<file path="config.mk">
export PLATFORM = sky130hd
export DESIGN_NAME = hms_fifo
export DESIGN_NICKNAME = d
export VERILOG_FILES = /design/src/rtl/core/hms_pkg.sv /design/src/rtl/core/hms_fifo.sv
export SDC_FILE = /design/constraint.sdc
export NUM_CORES = 1
export LEC_CHECK = 0
export BUFFER_PORTS_ARGS = -buffer_cell sky130_fd_sc_hd__buf_2
export CORE_ASPECT_RATIO = 0.5
export CORE_MARGIN = 3
export CORE_UTILIZATION = 57
export CTS_CLUSTER_SIZE = 24
export DETAILED_ROUTE_END_ITERATION = 6
export PLACE_DENSITY = 0.81
export SETUP_SLACK_MARGIN = 0.5
export SYNTH_ARGS = -nofsm -noshare
export SYNTH_HDL_FRONTEND = slang
export SYNTH_SLANG_ARGS = --single-unit
</file>
<file path="constraint.sdc">
create_clock -name i_clk -period 3.8 [get_ports i_clk]
set_clock_uncertainty 0.05 [all_clocks]
set_input_delay 0.76 -clock i_clk [delete_from_list [all_inputs] [get_ports i_clk]]
set_output_delay 0.76 -clock i_clk [all_outputs]
set_load 0.01 [all_outputs]
</file>
<file path="src/rtl/core/hms_pkg.sv">
// ----------------------------------------------------------------------------
// hms_pkg: shared definitions for the homogeneous medium sampler
// Widths, pipeline depths, register codes, request types and reciprocal table.
// ----------------------------------------------------------------------------
package hms_pkg;

    localparam int NCH    = 3;
    localparam int CH_W   = 2;
    localparam int SIG_W  = 24;
    localparam int EXT_W  = SIG_W + 1;
    localparam int U_W    = 16;
    localparam int DIST_W = 32;
    localparam int TR_W   = 17;
    localparam int PDF_W  = 25;

    localparam int LOG_STEPS    = 16;
    localparam int DIV_STEPS    = 36;
    localparam int K_STEPS      = 5;
    localparam int TAYLOR_TERMS = 13;
    localparam int EXP_LAT      = 1 + K_STEPS + 1 + 3 * (TAYLOR_TERMS - 1) + 1;

    localparam int FIFO_DEPTH = 4;
    localparam int PTR_W      = $clog2(FIFO_DEPTH);

    localparam int PADDR_W = 5;
    localparam int PDATA_W = 32;

    localparam logic [31:0] LN2_Q32        = 32'd2977044472;
    localparam int          EXP_LIMIT_INT  = 12;
    localparam logic [15:0] ROUND_Q16      = 16'd32768;
    localparam logic [SIG_W-1:0] SCATTER_RESET = 24'd52429;

    localparam logic OP_SAMPLE   = 1'b0;
    localparam logic OP_TRANSMIT = 1'b1;

    localparam logic [CH_W-1:0] CH_RED   = 2'd0;
    localparam logic [CH_W-1:0] CH_GREEN = 2'd1;
    localparam logic [CH_W-1:0] CH_BLUE  = 2'd2;

    localparam logic [2:0] REG_ABSORB_RED    = 3'd0;
    localparam logic [2:0] REG_ABSORB_GREEN  = 3'd1;
    localparam logic [2:0] REG_ABSORB_BLUE   = 3'd2;
    localparam logic [2:0] REG_SCATTER_RED   = 3'd3;
    localparam logic [2:0] REG_SCATTER_GREEN = 3'd4;
    localparam logic [2:0] REG_SCATTER_BLUE  = 3'd5;

    typedef struct packed {
        logic [NCH-1:0][SIG_W-1:0] absorb;
        logic [NCH-1:0][SIG_W-1:0] scatter;
    } t_cfg;

    typedef struct packed {
        logic              op;
        logic [CH_W-1:0]   ch;
        logic [DIST_W-1:0] t;
        logic              scat;
        logic [DIST_W-1:0] exp_len;
    } t_job;

    // floor(2^36 / n) for the small constant divisors of the series.
    function automatic logic [35:0] recip_q36(input logic [3:0] n);
        logic [35:0] m;
        case (n)
            4'd2:    m = 36'd34359738368;
            4'd3:    m = 36'd22906492245;
            4'd4:    m = 36'd17179869184;
            4'd5:    m = 36'd13743895347;
            4'd6:    m = 36'd11453246122;
            4'd7:    m = 36'd9817068105;
            4'd8:    m = 36'd8589934592;
            4'd9:    m = 36'd7635497415;
            4'd10:   m = 36'd6871947673;
            4'd11:   m = 36'd6247225157;
            4'd12:   m = 36'd5726623061;
            4'd13:   m = 36'd5286113595;
            default: m = 36'd0;
        endcase
        return m;
    endfunction

endpackage

</file>
<file path="src/rtl/core/hms_fifo.sv">
// ----------------------------------------------------------------------------
// hms_fifo: request queue between the front and back pipelines
// A small register queue; the head entry is presented directly.
// ----------------------------------------------------------------------------
module hms_fifo import hms_pkg::*; (
    input  logic i_clk,
    input  logic i_rst_n,
    input  logic i_push,
    input  t_job i_job,
    input  logic i_pop,
    output logic o_valid,
    output t_job o_job,
    output logic o_full
);

    t_job             r_mem [FIFO_DEPTH];
    logic [PTR_W-1:0] r_head;
    logic [PTR_W-1:0] r_tail;
    logic [PTR_W:0]   r_count;
    logic [PTR_W:0]   n_count;

    assign o_valid = r_count != '0;
    assign o_full  = r_count == (PTR_W+1)'(FIFO_DEPTH);
    assign o_job   = r_mem[r_head];

    always_comb begin
        n_count = r_count;
        if (i_push && !i_pop) begin
            n_count = r_count + 1'b1;
        end else if (!i_push && i_pop) begin
            n_count = r_count - 1'b1;
        end
    end

    always_ff @(posedge i_clk) begin
        if (!i_rst_n) begin
            r_head  <= '0;
            r_tail  <= '0;
            r_count <= '0;
        end else begin
            r_count <= n_count;
            if (i_push) begin
                r_tail <= r_tail + 1'b1;
            end
            if (i_pop) begin
                r_head <= r_head + 1'b1;
            end
        end
    end

    always_ff @(posedge i_clk) begin
        if (i_push) begin
            r_mem[r_tail] <= i_job;
        end
    end

    a_no_overflow: assert property (@(posedge i_clk) disable iff (!i_rst_n)
        (i_push && o_full) |-> i_pop)
        else $error("request queue overflow");

    a_no_underflow: assert property (@(posedge i_clk) disable iff (!i_rst_n)
        i_pop |-> o_valid)
        else $error("request queue underflow");

endmodule

</file>
==> impl_metrics.tcl <==
set metrics [dict create \
    synth_top_family_by_area "multiplexers" \
    hold_class "in -> reg" \
    synth-xor-area-share 0.00426 \
    route.final.wire_length_um 17500 \
    mostFrequentLayoutCells "edfxtp_1 (272), buf_2 (141), mux4_2 (68)" \
    synth_compound_area_frac 0.00122 \
    muxShareOfSynthArea 0.151 \
    final_cells 803 \
    count_of_port_buffers_added_during_placement 141 \
    max_clock_freq_mhz 333 \
    post_synth_main_area_contributors "edfxtp_1 (79%), mux4_2 (15%), dfxtp_1 (1.8%)" \
    die_area_um2 19800 \
    num_cts_buffers 24 \
    final_setup_viols 0 \
    critPathKind "reg -> out" \
    timing.slew.headroom 0.290 \
    grt_remaining_overflow 0 \
    worst_setup_path_end_kind "primary output" \
    timing.critical_path.arrival_ns 2.20 \
    floorplan.initialDensity 0.587 \
    synthCells 399 \
    dr.first_iter.drc_count 223 \
    syn-mean-instance-area_um2 25.8 \
    synth_top_area_share 0.794 \
    post_synth_fa_ha_maj_area_fraction 0.00803 \
    ctsLongestPathBuffers 3 \
    finalCritPeriodShare 0.791 \
    ys_seq_area_frac 0.812 \
    cts_tree "yes" \
    clk-insertion-delay-late_ns 0.51 \
    die_x_um 196 \
    post_synth_instance_area_um2 10300 \
    detailed_place_hpwl_um 10100 \
    cell_area_power_density_nw_per_um2 560 \
    remaining_antenna_violation_count_after_routing 0 \
    rows 34 \
    post_synth_num_cell_types 21 \
    htreeDepth 1 \
    synth-simple-area-share 0.00900 \
    synth.yosys.warnings 0 \
    timing.hold.ws_ns 0.415 \
    number_of_global_route_vias_before_repair 4856 \
    mostFrequentLayoutCell "edfxtp_1" \
    fp.dieH_um 101 \
    timing.final.hold_violations 0 \
    num_io_pins 142 \
    worst-slew-pin-transition_ns 1.06 \
    cp.required_ns 2.99 \
    fin_setup_tns_ns 0 \
    run_status "complete, no violations" \
    gp_congestion 0.706 \
    holdBufCountCts 0 \
    viasPerCell 5.60 \
    grt_setup_unrepaired "false" \
    post-route-drc-count 0 \
    grt_max_degree 69 \
    rrSetupSlack_ns 1.87 \
    area.growth.synth_to_final_pct 17.1 \
    num-fill-cells 1114 \
    clkTransAtPathRegs_ns 0.07 \
    post_cts_resized 0 \
    final.min_clock_period_ns 3.01 \
    cts_setup_buffers 0 \
    cell_type_with_the_highest_aggregate_area_in_the_netlist "edfxtp_1" \
    total_routing_usage_reported_by_global_routing 0.179 \
    path_max_fanout 68 \
    cp-start-kind "flop" \
    synth_fp_nets 477 \
    num_vias 4496 \
    p_leak_nw 4.07 \
    vdd.ir_drop.worst_mv 0.328 \
    p_total_w 0.00674 \
    global_route_wire_length_before_repair_um 27200 \
    clockRootBuffer "clkbuf_16" \
    timing.max_cap.violations 0 \
    core_area_um2 17500 \
    drt-wirelength-per-cell_um 21.8 \
    postSynthRegisterBits 281 \
    cts_num_sinks 281 \
    final-max-slew-violation-count 0 \
    postLayoutCoreUtil 0.687 \
    dp.cells 762 \
    antenna_cells 0 \
    net_count_of_the_finished_layout 632 \
    number_of_antenna_violations_at_the_first_check_in_global_routing 1 \
    drive_gt1_frac 0.450 \
    drtPass1Iterations 4 \
]
[Yosys cell counts (all sizes together)]
master	number
a21boi	1
and2	9
buf	12
clkbuf	4
dfxtp	9
edfxtp	272
fa	1
ha	5
inv	4
mux2i	2
mux4	68
nand2	1
nor2b	2
nor3b	1
o21ai	1
or3	2
xnor2	2
xor2	3
[power breakdown]
part / switching [W] / internal [W] / leakage, nW
clock network: 0.00102 / 0.00148 / 0.405
logic: 0.000317 / 0.000297 / 1.10
registers: 0.0000639 / 0.00356 / 2.57
total: 0.00140 / 0.00534 / 4.07
[path summary, 6_finish.rpt]
path | from | end | cells after the start
setup / recovery | flop | o_job[42] | 2
hold / removal | i_job[31] | r_mem[2][31] | 1
setup reg to reg | r_tail[0] | r_mem[0][50] | 3
hold reg to reg | r_count[2] | r_count[2] | 2
[kinds of logic after synthesis]
| group | after synthesis |
|---|---|
| buffers and inverters | 20 |
| muxes | 70 |
| adders and majority gates | 6 |
| and+or+nand+nor | 15 |
| xor gates and xnor gates | 5 |
| AOI/OAI and AO/OA | 2 |
| DFF | 281 |
[registers in the layout (all words and copies together) (netlist names), named ones only]
signal and cells:
r_mem 272, r_count 3, r_head 2, r_tail 2
[per-layer routing]
layer	routed length [um]	global-route usage
met1	7360	0.245
met2	9170	0.308
met3	763	0.0347
met4	223	0.0416
met5	7	0
[worst max-delay path, stage by stage, from the launching register on]
cell and delay (ns):
dfxtp_4 1.02, mux4_2 0.44, buf_2 0.16
[stage by stage]
| stage | area [um2] | setup slack [ns] |
|---|---|---|
| detailed placement | 11200 | 1.29 |
| global route | 12000 | 0.723 |
| floorplan | 10300 | 0.961 |
| CTS | 12000 | 0.754 |
| global placement | 11200 | 1.29 |
| finish | 12000 | 0.795 |
[cell type report]
class | count | area (um2) | share of cell area
tap | 234 | 293 | 0.0243
clock buffer | 28 | 647 | 0.0537
sequential | 281 | 8360 | 0.694
multi-input combinational | 98 | 1790 | 0.149
inverter | 4 | 15.0 | 0.00125
timing repair buffer | 145 | 773 | 0.0642
clock inverter | 13 | 163 | 0.0135
(Power assumes the default switching activity.)
